===== config.mk =====
export PLATFORM = sky130hd
export DESIGN_NAME = fir_filter_interleaved_core_flat
export DESIGN_NICKNAME = d
export VERILOG_FILES = /design/src/rtl/firi_pkg.sv /design/src/rtl/firi_if.sv /design/src/rtl/firi_ram.sv /design/src/rtl/firi_sequencer.sv /design/src/rtl/fir_filter_interleaved_core.sv /design/src/flat_wrapper.sv
export SDC_FILE = /design/constraint.sdc
export NUM_CORES = 2
export LEC_CHECK = 0
export BUFFER_PORTS_ARGS = -buffer_cell sky130_fd_sc_hd__buf_2
export CAP_MARGIN = 20
export CORE_MARGIN = 2
export CORE_UTILIZATION = 25
export DETAILED_ROUTE_END_ITERATION = 10
export GPL_TIMING_DRIVEN = 0
export PLACE_DENSITY = 0.43
export REMOVE_ABC_BUFFERS = 1
export SYNTH_ARGS = -nofsm -noshare
export SYNTH_HDL_FRONTEND = slang
export SYNTH_HIERARCHICAL = 1
export SYNTH_SLANG_ARGS = --single-unit

===== constraint.sdc =====
create_clock -name clock -period 10.05 [get_ports clock]
set_input_delay 0 -clock clock [delete_from_list [all_inputs] [get_ports clock]]
set_output_delay 0 -clock clock [all_outputs]
set_load 0.02 [all_outputs]

===== src/rtl/firi_pkg.sv =====
// ----------------------------------------------------------------------------
// firi_pkg: shared types, constants and ROMs of the interleaved FIR core
// Holds the sample and coefficient types, the coefficient table, the control
// word format and the microcode program of the sequencer.
// ----------------------------------------------------------------------------
package firi_pkg;

   localparam int SAMPLE_W = 16;
   localparam int COEF_W   = 18;
   localparam int PROD_W   = SAMPLE_W + COEF_W;
   localparam int ACC_W    = 40;
   localparam int CSR_W    = 2;
   localparam int FRAC_SHIFT = 17;
   localparam int RES_W    = ACC_W - FRAC_SHIFT;

   localparam int TAPS_DEF          = 51;
   localparam int HISTORY_DEPTH_DEF = 64;
   localparam int MAX_CHANNELS_DEF  = 2;

   localparam int COEF_IDX_W = 6;
   localparam int HALF_COEFS = 26;
   localparam int CENTER_SUM = 2 * (HALF_COEFS - 1);

   localparam logic [CSR_W-1:0] CSR_RESET = CSR_W'(1);

   typedef logic signed [SAMPLE_W-1:0] sample_type;
   typedef logic signed [COEF_W-1:0]   coef_type;

   // first half of the symmetric low-pass response, Q1.17
   localparam coef_type HALF_COEF [HALF_COEFS] = '{
      -18'sd138,   -18'sd876,   -18'sd2012, -18'sd1977, -18'sd34,
       18'sd1389,   18'sd77,    -18'sd1391,  18'sd106,   18'sd1614,
      -18'sd412,   -18'sd1940,   18'sd882,   18'sd2317, -18'sd1590,
      -18'sd2713,   18'sd2652,   18'sd3097, -18'sd4290, -18'sd3436,
       18'sd7078,   18'sd3702,  -18'sd13116, -18'sd3871, 18'sd41454,
       18'sd69467
   };

   // mirror the tap index onto the stored half
   function automatic coef_type coef_at(input logic [COEF_IDX_W-1:0] k);
      logic [COEF_IDX_W-1:0] m;
      m = k;
      if (k >= COEF_IDX_W'(HALF_COEFS)) begin
         if (COEF_IDX_W'(CENTER_SUM) >= k) begin
            m = COEF_IDX_W'(CENTER_SUM) - k;
         end else begin
            m = '0;
         end
      end
      if (m >= COEF_IDX_W'(HALF_COEFS)) begin
         m = '0;
      end
      return HALF_COEF[m[4:0]];
   endfunction

   // microcode
   typedef logic [2:0] step_type;

   localparam step_type STEP_WAIT   = 3'd0;
   localparam step_type STEP_SETUP  = 3'd1;
   localparam step_type STEP_MAC    = 3'd2;
   localparam step_type STEP_DRAIN0 = 3'd3;
   localparam step_type STEP_DRAIN1 = 3'd4;
   localparam step_type STEP_FINISH = 3'd5;
   localparam step_type STEP_RETURN = 3'd6;

   typedef enum logic [2:0] {
      COND_NEVER,
      COND_NO_BEAT,
      COND_COLD,
      COND_MORE_TAPS,
      COND_RSP_BUSY,
      COND_ALWAYS
   } cond_type;

   typedef struct packed {
      logic     rdy;     // take a request beat
      logic     clr;     // clear accumulator, rewind tap counter
      logic     issue;   // issue one history read and coefficient fetch
      logic     fin;     // round, load response, advance frame state
      cond_type cond;
      step_type target;
   } ucode_type;

   typedef struct packed {
      logic beat;
      logic cold;
      logic more_taps;
      logic rsp_busy;
   } status_type;

   function automatic ucode_type ucode_rom(input step_type pc);
      ucode_type w;
      w = '{rdy: 1'b0, clr: 1'b0, issue: 1'b0, fin: 1'b0,
            cond: COND_NEVER, target: STEP_WAIT};
      case (pc)
         STEP_WAIT: begin
            w.rdy    = 1'b1;
            w.cond   = COND_NO_BEAT;
            w.target = STEP_WAIT;
         end
         STEP_SETUP: begin
            w.clr    = 1'b1;
            w.cond   = COND_COLD;
            w.target = STEP_FINISH;
         end
         STEP_MAC: begin
            w.issue  = 1'b1;
            w.cond   = COND_MORE_TAPS;
            w.target = STEP_MAC;
         end
         STEP_DRAIN0: begin
            w.cond   = COND_NEVER;
         end
         STEP_DRAIN1: begin
            w.cond   = COND_NEVER;
         end
         STEP_FINISH: begin
            w.fin    = 1'b1;
            w.cond   = COND_RSP_BUSY;
            w.target = STEP_FINISH;
         end
         STEP_RETURN: begin
            w.cond   = COND_ALWAYS;
            w.target = STEP_WAIT;
         end
         default: begin
            w.cond   = COND_ALWAYS;
            w.target = STEP_WAIT;
         end
      endcase
      return w;
   endfunction

endpackage


===== src/rtl/firi_if.sv =====
// ----------------------------------------------------------------------------
// firi_if: request and response channels of the interleaved FIR core
// Valid/ready channels; a beat moves when valid and ready are both high.
// ----------------------------------------------------------------------------
interface firi_req_if;
   logic                 valid;
   logic                 ready;
   firi_pkg::sample_type sample_in;

   modport source (output valid, output sample_in, input ready);
   modport sink   (input valid, input sample_in, output ready);
endinterface

interface firi_rsp_if;
   logic                 valid;
   logic                 ready;
   firi_pkg::sample_type sample_out;

   modport source (output valid, output sample_out, input ready);
   modport sink   (input valid, input sample_out, output ready);
endinterface


===== src/rtl/firi_ram.sv =====
// ----------------------------------------------------------------------------
// firi_ram: generic single-write, single-read RAM
// One write port and one read port with registered read data.
// ----------------------------------------------------------------------------
module firi_ram #(
   parameter int WIDTH  = 16,
   parameter int DEPTH  = 128,
   parameter int ADDR_W = (DEPTH > 1) ? $clog2(DEPTH) : 1
) (
   input  logic              clock,
   input  logic              wr_en,
   input  logic [ADDR_W-1:0] wr_addr,
   input  logic [WIDTH-1:0]  wr_data,
   input  logic              rd_en,
   input  logic [ADDR_W-1:0] rd_addr,
   output logic [WIDTH-1:0]  rd_data
);

   logic [WIDTH-1:0] mem_ff [DEPTH];
   logic [WIDTH-1:0] rd_data_ff;

   always_ff @(posedge clock) begin
      if (wr_en) begin
         mem_ff[wr_addr] <= wr_data;
      end
      if (rd_en) begin
         rd_data_ff <= mem_ff[rd_addr];
      end
   end

   assign rd_data = rd_data_ff;

endmodule


===== src/rtl/firi_sequencer.sv =====
// ----------------------------------------------------------------------------
// firi_sequencer: microcode step counter of the interleaved FIR core
// Fetches one control word per step and jumps on the selected condition.
// ----------------------------------------------------------------------------
module firi_sequencer (
   input  logic                 clock,
   input  logic                 reset,
   input  firi_pkg::status_type status,
   output firi_pkg::ucode_type  ctrl
);
   import firi_pkg::*;

   step_type  pc_ff;
   step_type  pc_in;
   ucode_type word;
   logic      jump;

   assign word = ucode_rom(pc_ff);

   always_comb begin
      case (word.cond)
         COND_NEVER:     jump = 1'b0;
         COND_NO_BEAT:   jump = !status.beat;
         COND_COLD:      jump = status.cold;
         COND_MORE_TAPS: jump = status.more_taps;
         COND_RSP_BUSY:  jump = status.rsp_busy;
         COND_ALWAYS:    jump = 1'b1;
         default:        jump = 1'b1;
      endcase
      pc_in = jump ? word.target : pc_ff + step_type'(1);
   end

   always_ff @(posedge clock) begin
      if (reset) begin
         pc_ff <= STEP_WAIT;
      end else begin
         pc_ff <= pc_in;
      end
   end

   assign ctrl = word;

endmodule


===== src/rtl/fir_filter_interleaved_core.sv =====
// ----------------------------------------------------------------------------
// fir_filter_interleaved_core: 51-tap symmetric low-pass FIR, interleaved
// Microcoded FIR over one or two interleaved audio channels with one MAC.
// ----------------------------------------------------------------------------
// Each request beat carries one Q1.15 sample of the current channel; the core
// stores it in that channel's circular history and returns one response beat:
// the sum of TAPS fixed Q1.17 coefficients times the newest TAPS samples of
// the channel, rounded half up and saturated to Q1.15, or zero until TAPS
// whole frames have gone by. One item walks all TAPS taps through the
// single multiply-accumulate unit, which reads one history entry per cycle
// from the one read port of the history RAM; a warm-up item skips the walk.
// A finished result waits in the response register, and the core takes the
// next request while it waits; it stalls only when a second result is ready
// before the first has been taken. Write csr_wdata with csr_we to set the
// channel count (0 acts as 1, above MAX_CHANNELS acts as MAX_CHANNELS); a
// write restarts the frame at channel 0 and keeps the history and warm-up
// count. Write only while the core is idle. The history has no clearing pass:
// an entry of a channel not yet in use can be read before it was written.
// ----------------------------------------------------------------------------
module fir_filter_interleaved_core #(
   parameter int TAPS          = firi_pkg::TAPS_DEF,
   parameter int HISTORY_DEPTH = firi_pkg::HISTORY_DEPTH_DEF,
   parameter int MAX_CHANNELS  = firi_pkg::MAX_CHANNELS_DEF
) (
   input  logic                        clock,
   input  logic                        reset,
   firi_req_if.sink                    req_if,
   firi_rsp_if.source                  rsp_if,
   input  logic                        csr_we,
   input  logic [firi_pkg::CSR_W-1:0]  csr_wdata
);
   import firi_pkg::*;

   localparam int RAM_DEPTH = MAX_CHANNELS * HISTORY_DEPTH;
   localparam int ADDR_W    = $clog2(RAM_DEPTH);
   localparam int SLOT_W    = $clog2(HISTORY_DEPTH);
   localparam int TAP_W     = (TAPS > 1) ? $clog2(TAPS) : 1;
   localparam int FR_W      = $clog2(TAPS + 1);
   localparam int CH_W      = (MAX_CHANNELS > 1) ? $clog2(MAX_CHANNELS) : 1;
   localparam int CNT_RAW_W = $clog2(MAX_CHANNELS + 1);
   localparam int NCH_W     = (CNT_RAW_W > CSR_W) ? CNT_RAW_W : CSR_W;

   // control
   ucode_type  ctrl;
   status_type status;
   logic       beat;
   logic       fin_go;
   logic       rsp_busy;

   // frame state
   logic [CSR_W-1:0]  csr_ff;
   logic [CH_W-1:0]   ch_ff, ch_in;
   logic [SLOT_W-1:0] slot_ff, slot_in;
   logic [FR_W-1:0]   frames_ff, frames_in;

   // datapath
   logic [TAP_W-1:0]         tap_ff, tap_in;
   logic [SLOT_W-1:0]        rdptr_ff, rdptr_in;
   coef_type                 coef_ff;
   logic                     rd_vld_ff;
   logic signed [PROD_W-1:0] prod_ff;
   logic                     prod_vld_ff;
   logic signed [ACC_W-1:0]  acc_ff, acc_in;
   logic                     rsp_valid_ff, rsp_valid_in;
   sample_type               rsp_data_ff;

   logic [NCH_W-1:0]        nch;
   logic [NCH_W-1:0]        ch_ext;
   logic [NCH_W-1:0]        ch_eff;
   logic [NCH_W-1:0]        ch_next;
   logic [ADDR_W-1:0]       base_addr;
   logic [ADDR_W-1:0]       wr_addr;
   logic [ADDR_W-1:0]       rd_addr;
   logic [SAMPLE_W-1:0]     rd_data;
   logic signed [ACC_W-1:0] rounded_sum;
   logic signed [RES_W-1:0] scaled;
   sample_type              result;

   firi_sequencer u_seq (
      .clock  (clock),
      .reset  (reset),
      .status (status),
      .ctrl   (ctrl)
   );

   assign beat     = ctrl.rdy && req_if.valid;
   assign rsp_busy = rsp_valid_ff && !rsp_if.ready;
   assign fin_go   = ctrl.fin && !rsp_busy;

   assign status.beat      = beat;
   assign status.cold      = (frames_ff != FR_W'(TAPS));
   assign status.more_taps = (tap_ff != TAP_W'(TAPS - 1));
   assign status.rsp_busy  = rsp_busy;

   // clamp the channel count and the current channel
   always_comb begin
      ch_ext = NCH_W'(ch_ff);
      if (csr_ff == '0) begin
         nch = NCH_W'(1);
      end else if (NCH_W'(csr_ff) > NCH_W'(MAX_CHANNELS)) begin
         nch = NCH_W'(MAX_CHANNELS);
      end else begin
         nch = NCH_W'(csr_ff);
      end
      ch_eff  = (ch_ext >= nch) ? '0 : ch_ext;
      ch_next = ch_eff + NCH_W'(1);
   end

   assign base_addr = ADDR_W'(ADDR_W'(ch_eff) * ADDR_W'(HISTORY_DEPTH));
   assign wr_addr   = base_addr + ADDR_W'(slot_ff);
   assign rd_addr   = base_addr + ADDR_W'(rdptr_ff);

   firi_ram #(
      .WIDTH (SAMPLE_W),
      .DEPTH (RAM_DEPTH)
   ) u_history (
      .clock   (clock),
      .wr_en   (beat),
      .wr_addr (wr_addr),
      .wr_data (req_if.sample_in),
      .rd_en   (ctrl.issue),
      .rd_addr (rd_addr),
      .rd_data (rd_data)
   );

   // round half up, drop the Q1.17 scale, saturate to 16 bits
   always_comb begin
      rounded_sum = acc_ff + (ACC_W'(1) <<< (FRAC_SHIFT - 1));
      scaled      = RES_W'(rounded_sum >>> FRAC_SHIFT);
      if (scaled > RES_W'(32767)) begin
         result = 16'sh7FFF;
      end else if (scaled < -RES_W'(32768)) begin
         result = 16'sh8000;
      end else begin
         result = SAMPLE_W'(scaled);
      end
   end

   // tap walk, accumulator and response
   always_comb begin
      tap_in   = tap_ff;
      rdptr_in = rdptr_ff;
      acc_in   = acc_ff;
      if (ctrl.clr) begin
         tap_in   = '0;
         rdptr_in = slot_ff;
         acc_in   = '0;
      end else begin
         if (ctrl.issue) begin
            tap_in   = tap_ff + TAP_W'(1);
            // step back one slot, wrap below zero
            rdptr_in = (rdptr_ff == '0) ? SLOT_W'(HISTORY_DEPTH - 1)
                                        : rdptr_ff - SLOT_W'(1);
         end
         if (prod_vld_ff) begin
            acc_in = acc_ff + ACC_W'(prod_ff);
         end
      end

      rsp_valid_in = rsp_valid_ff;
      if (rsp_valid_ff && rsp_if.ready) begin
         rsp_valid_in = 1'b0;
      end
      if (fin_go) begin
         rsp_valid_in = 1'b1;
      end
   end

   // advance the channel after each item, slot and warm-up count after each frame
   always_comb begin
      ch_in     = ch_ff;
      slot_in   = slot_ff;
      frames_in = frames_ff;
      if (csr_we) begin
         ch_in = '0;
      end else if (fin_go) begin
         if (ch_next >= nch) begin
            ch_in     = '0;
            slot_in   = (slot_ff == SLOT_W'(HISTORY_DEPTH - 1)) ? '0
                                                                : slot_ff + SLOT_W'(1);
            frames_in = (frames_ff == FR_W'(TAPS)) ? frames_ff
                                                   : frames_ff + FR_W'(1);
         end else begin
            ch_in = CH_W'(ch_next);
         end
      end
   end

   always_ff @(posedge clock) begin
      if (reset) begin
         csr_ff       <= CSR_RESET;
         ch_ff        <= '0;
         slot_ff      <= '0;
         frames_ff    <= '0;
         rd_vld_ff    <= 1'b0;
         prod_vld_ff  <= 1'b0;
         rsp_valid_ff <= 1'b0;
      end else begin
         if (csr_we) begin
            csr_ff <= csr_wdata;
         end
         ch_ff        <= ch_in;
         slot_ff      <= slot_in;
         frames_ff    <= frames_in;
         rd_vld_ff    <= ctrl.issue;
         prod_vld_ff  <= rd_vld_ff;
         rsp_valid_ff <= rsp_valid_in;
      end
   end

   // payload: no reset
   always_ff @(posedge clock) begin
      tap_ff   <= tap_in;
      rdptr_ff <= rdptr_in;
      acc_ff   <= acc_in;
      coef_ff  <= coef_at(COEF_IDX_W'(tap_ff));
      prod_ff  <= $signed(rd_data) * coef_ff;
      if (fin_go) begin
         rsp_data_ff <= result;
      end
   end

   assign req_if.ready      = ctrl.rdy;
   assign rsp_if.valid      = rsp_valid_ff;
   assign rsp_if.sample_out = rsp_data_ff;

   // checks
   a_one_beat_per_item: assert property (@(posedge clock) disable iff (reset)
      beat |=> !ctrl.rdy)
      else $error("request beat taken while an item is in flight");

   a_frames_saturate: assert property (@(posedge clock) disable iff (reset)
      frames_ff <= FR_W'(TAPS))
      else $error("warm-up count ran past the tap count");

   a_drained_at_finish: assert property (@(posedge clock) disable iff (reset)
      ctrl.fin |-> (!rd_vld_ff && !prod_vld_ff && !ctrl.issue))
      else $error("MAC pipeline not drained when the result is taken");

   a_cold_gives_zero: assert property (@(posedge clock) disable iff (reset)
      (fin_go && status.cold) |=> (rsp_if.sample_out == '0))
      else $error("nonzero result during warm-up");

   a_no_overwrite: assert property (@(posedge clock) disable iff (reset)
      (rsp_if.valid && !rsp_if.ready) |=> (rsp_if.valid && $stable(rsp_if.sample_out)))
      else $error("pending response overwritten");

endmodule


===== src/flat_wrapper.sv =====
// flat-port wrapper written by rule: the top's interface ports become plain ports
module fir_filter_interleaved_core_flat import firi_pkg::*;
#(
   parameter int TAPS          = firi_pkg::TAPS_DEF,
   parameter int HISTORY_DEPTH = firi_pkg::HISTORY_DEPTH_DEF,
   parameter int MAX_CHANNELS  = firi_pkg::MAX_CHANNELS_DEF
)
  (clock, reset, csr_we, csr_wdata, req_if_valid, req_if_sample_in, req_if_ready, rsp_if_valid, rsp_if_sample_out, rsp_if_ready);
  firi_req_if req_if_i ();
  firi_rsp_if rsp_if_i ();
  input  logic clock;
  input  logic reset;
  input  logic csr_we;
  input  logic [firi_pkg::CSR_W-1:0] csr_wdata;
  input wire logic [$bits(req_if_i.valid)-1:0] req_if_valid;
  input wire logic [$bits(req_if_i.sample_in)-1:0] req_if_sample_in;
  output wire logic [$bits(req_if_i.ready)-1:0] req_if_ready;
  output wire logic [$bits(rsp_if_i.valid)-1:0] rsp_if_valid;
  output wire logic [$bits(rsp_if_i.sample_out)-1:0] rsp_if_sample_out;
  input wire logic [$bits(rsp_if_i.ready)-1:0] rsp_if_ready;
  assign req_if_i.valid = req_if_valid;
  assign req_if_i.sample_in = req_if_sample_in;
  assign req_if_ready = req_if_i.ready;
  assign rsp_if_valid = rsp_if_i.valid;
  assign rsp_if_sample_out = rsp_if_i.sample_out;
  assign rsp_if_i.ready = rsp_if_ready;
  fir_filter_interleaved_core #(.TAPS(TAPS), .HISTORY_DEPTH(HISTORY_DEPTH), .MAX_CHANNELS(MAX_CHANNELS)) u_core (.clock(clock), .reset(reset), .req_if(req_if_i), .rsp_if(rsp_if_i), .csr_we(csr_we), .csr_wdata(csr_wdata));
endmodule

* After elaboration in Yosys (flattened, before gate mapping)
Memory sizes are Yosys's and may differ from the RTL's. A register that Yosys moved wholly into a read port is not among the register bits. Cells that the tools add are included.
Word-level totals: bits in writable memories 2048, bits of input ports 23, flip-flop bits (word level) 123, latch bits 0, bits in read-only memories 576, output and inout bits 18, memories 2
Memories:
- u_core.u_history.mem_ff | words 128, width 16, read ports 1, clocked after Yosys merged registers in 1, wr ports 1, line firi_ram.sv:19 | logic [WIDTH-1:0] mem_ff [DEPTH];
- (name not given) | words 32, width 18, read ports 1, clocked after Yosys merged registers in 1, wr ports 0, line firi_pkg.sv:53 | return HALF_COEF[m[4:0]];
Operators by class: $lt $le $gt $ge 8, bitwise gates (word level) 3, shift-type cells 0, div/mod/pow operators 0, add/subtract/negate cells 11, eq/ne operators 13, multiply operators 1, reductions and logical operators 18, mux-type cells 24
Operators with widths (number):
- $add 40x18->40 const B | 1
- $add 40x34->40 | 1
- $mux 6 | 6
- $mul 16x18->34 | 1
- $gt 23x16->1 const B | 1
- $lt 23x16->1 const B | 1
- $add 6x1->6 const B | 3
- $mux 16 | 1
- $pmux 3 s5 | 1
- $add 7x6->7 | 2
- $eq 3x2->1 const B | 4
- $eq 6x6->1 const B | 2
- $ge 6x5->1 const B | 2
- $ne 6x6->1 const B | 2
- $mux 1 | 10
- $eq 3x3->1 const B | 3
- $eq 3x1->1 const B | 2
- $ge 6x6->1 const A | 1
- $logic_not 3->1 | 2
- $logic_not 6->1 | 1
- $not 5->6 | 1
- $pmux 3 s2 | 1
- $reduce_or 2->1 | 3
- $sub 6x1->6 const B | 1
- 17 further kinds | 25

* Longest topological paths before layout
depth after elaboration 8, depth in mapped cells 25

* Hierarchy
The synthesis kept the hierarchy.
By module, submodules not included:
- firi_ram | cells an instance 3086, area each 78683.0 um^2, sequential area each 61979.4 um^2, times used 1
- fir_filter_interleaved_core | cells an instance 2106, area each 18650.4 um^2, sequential area each 2942.8 um^2, times used 1
- firi_sequencer | cells an instance 43, area each 336.6 um^2, sequential area each 60.1 um^2, times used 1

* Worst setup path before layout
Ideal clock, no wire load.
path type register -> register, start point reg u_core.u_history.rd_data_ff[6] (netlist: u_core/u_history/rd_data[6]), read port of u_core.u_history.mem_ff, end point reg u_core.prod_ff[32], path slack 3816 ps, stages on the path, launching flop included 24, buffers on the path 1, data arrival time 6162 ps, period minus slack after synthesis 6234 ps, data required time 9978 ps, path through edfxtp_1 > clkbuf_1 > and2_1 > fa_1 > inv_1 > fa_1 > fa_1 > fa_1 > inv_1 > fa_1 > inv_1 > fa_1 > inv_1 > ha_1 > a21oi_1 > nand2_1 > o21ai_0 > o22ai_1 > a31oi_1 > a21oi_1 > a211oi_1 > o21ai_0 > a41oi_1 > xnor2_1
Between the ends: longest elaborated chain between the ends 1
RTL lines:
- from (decl) | line firi_ram.sv:20 | logic [WIDTH-1:0] rd_data_ff;
- $mul 16x18->34 | line fir_filter_interleaved_core.sv:217 | prod_ff <= $signed(rd_data) * coef_ff;
- to (signal assigned) | line fir_filter_interleaved_core.sv:217
- to (decl) | line fir_filter_interleaved_core.sv:61 | logic signed [PROD_W-1:0] prod_ff;
Every way passes these cells. A chain may end at the register's enable or synchronous reset.

* Final worst setup path
start point reg u_core.u_history.rd_data_ff[5] (netlist: u_core/u_history/rd_data[5]), read port of u_core.u_history.mem_ff, end point reg u_core.prod_ff[32]
Same word-level chain as after synthesis.

==> impl_metrics.json <==
{
  "core_area_mm2": 0.389,
  "wirelength_um": 262000,
  "path_cells": "and2_1, fa_1, inv_1, fa_1, fa_1, fa_1, inv_1, fa_1, inv_1, fa_1, inv_1, ha_1, a21oi_1, nand2_1, o21ai_0, o22ai_1, a31oi_1, a21oi_1, a211oi_1, o21ai_0, a41oi_1, xnor2_1",
  "clk_latency_ps": 890,
  "die_w_um": 629,
  "rsz0062_at_grt": "false",
  "cts_tree": "done",
  "tightestPinTransition_ps": 1120,
  "clockBufferDepth": 4,
  "via_per_inst": 4.49,
  "grt_use_total_pct": 13.0,
  "critical_path_class": "register to register",
  "synth_area_mm2": 0.0976,
  "report.final.slew_viol_count": 0,
  "rr_endpoint": "u_core/prod_ff[32]",
  "period_needed_ps": 7190,
  "die-area_mm2": 0.396,
  "post-place-cells": 10500,
  "start_util_pct": 25.1,
  "crit_path_frequent_cell": "fa_1",
  "hold_ws_ps": 185,
  "synthCells": 5231,
  "clock-sinks": 2203,
  "boundaryPins": 41,
  "crit_slowest_cell": "edfxtp_1",
  "path_clk_slew_ps": 60,
  "antenna_found_initial": 8,
  "gp_congestion": 0.774,
  "max_stage_delay_ps": 690,
  "wl_per_cell_um": 23.8,
  "area_delta_synth_final_pct": 21.4,
  "cts_max_level": 5,
  "holdPathStages": 2,
  "drt_iter0_drc": 3668,
  "drt_first_pass_iters": 6,
  "avgSynthCellArea_um2": 18.7,
  "max_freq_mhz": 139,
  "cp.required_ps": 10830,
  "fin_skew_ps": 65.4,
  "max_slew_margin_pct": 25.4,
  "fin_nets": 6061,
  "drtAntennaViolNets": 0,
  "cp_data_arrival_time_ps": 7960,
  "cts_buffers": 262,
  "layout-drive-gt1-share_pct": 26.3,
  "layout.cells.non_filler": 11000,
  "clockRootBuffer": "clkbuf_16",
  "drv_cap": 0,
  "worstHoldStart": "req_if_sample_in[5]",
  "holdPathEnd": "u_core/u_history/mem_ff[111][5]",
  "fin_crit_sh_pct": 71.5,
  "finalSetupViolCount": 0,
  "num_rows": 229,
  "post-cts-setup-buffer-count": 0,
  "drc_errors": 0,
  "yosysWarnings": 6,
  "grt_remaining_overflow": 0,
  "vias": 49500,
  "cp-end-kind": "register",
  "r2r_cells": 22,
  "portBuffers": 39,
  "status": "finished clean",
  "grt_pass1_wl_um": 380000,
  "timing.reg2reg.setup_slack_ps": 2860,
  "grt_start_max_net_pins": 84,
  "fp.dieH_um": 629,
  "dp_hpwl_um": 183000,
  "worstSetupStartpointType": "register",
  "r2r-start": "u_core/u_history/rd_data[5]",
  "crit_path_max_fanout": 17,
  "hold_violations": 0,
  "grt_pass1_vias": 52100,
  "worstHoldPathType": "input port to register"
}
[worst max path at each step]
stage / cells past startpoint / from / to
6_report: 22 / u_core/u_history/rd_data[5] / u_core/prod_ff[32]
4_1_cts: 22 / u_core/u_history/rd_data[6] / u_core/prod_ff[32]
3_5_place_dp: 22 / u_core/u_history/rd_data[6] / u_core/prod_ff[32]
2_1_floorplan: 4 / u_core/rdptr_ff[0] / u_core/u_history/rd_data[0]
5_1_grt: 22 / u_core/u_history/rd_data[6] / u_core/prod_ff[32]
3_3_place_gp: 4 / u_core/rdptr_ff[0] / u_core/u_history/rd_data[2]
[placed cells by master (no fill, tap or decap), types with 27 or more instances in the layout]
cell type	count
fa_1	291
xor2_1	37
clkbuf_16	268
clkinv_1	56
dfxtp_1	116
ha_1	144
buf_16	182
inv_1	377
nand2_1	227
nor2_1	141
and2_1	129
buf_8	71
xnor2_1	67
a21o_1	29
mux4_2	672
o21ai_0	74
clkbuf_1	71
nand3_1	43
nor2b_1	30
edfxtp_1	2086
nor2_2	112
clkinv_2	29
mux2i_1	27
a21oi_1	83
[per-layer routing]
layer,wire (um),up-vias,GRT usage (%),part of all wire (%)
met5,0,-,0,0
met2,126000,1042,21.5,48
met3,10100,341,1.61,3.8
met1,119000,26900,18.1,46
met4,6770,0,3.57,2.6
li1,-,21200,-,-
[final cells by class]
class                   count  area [um2]
multi-input cells        2410       30700
repair buffers            349        7000
well taps                5197        6500
fillers                 37900      271000
clock buffers             344        7040
inverters                 377        1420
clock inverters           122         917
diodes                      6        15.0
flip-flops and latches   2203       65000
[critical path, delay by kind of cell (launching register included)]
kind	cells	cell delay, ps
buf+inv	4	200
fa+ha+maj	7	3420
flops	1	690
compound gates	8	2270
simple gates	2	380
xor+xnor	1	140
[sequential cells by signal (all words and copies together), names as in the netlist, 3 cells and up]
signal	flops
u_core/frames_ff	6
u_core/rdptr_ff	6
u_core/rsp_if.sample_out	16
u_core/acc_ff	40
u_core/slot_ff	6
u_core/coef_ff	17
u_core/u_history/rd_data	16
u_core/u_history/mem_ff	2048
u_core/prod_ff	34
u_core/u_seq/pc_ff	3
u_core/tap_ff	6
[metrics by stage]
stage               cell area [um2]  util [%]  setup TNS [ps]  worst slack, ps
finish                       119000      30.5               0             2860
global route                 119000      30.5               0             2540
CTS                          119000      30.5               0             2810
detailed placement           110000      28.3               0             2790
global placement             103000      26.6         -524900           -24320
floorplan                     96600         -         -252780           -11650
[what timing repair did]
action / 4_1_cts / 5_1_grt
hold buffers: 26 / 0
endpoints found under the hold margin: 1633 / 0
resized for setup: 0 / 0
Power is not shown: default switching activity piles up to over one toggle a cycle in this logic, so the estimate is an artifact.
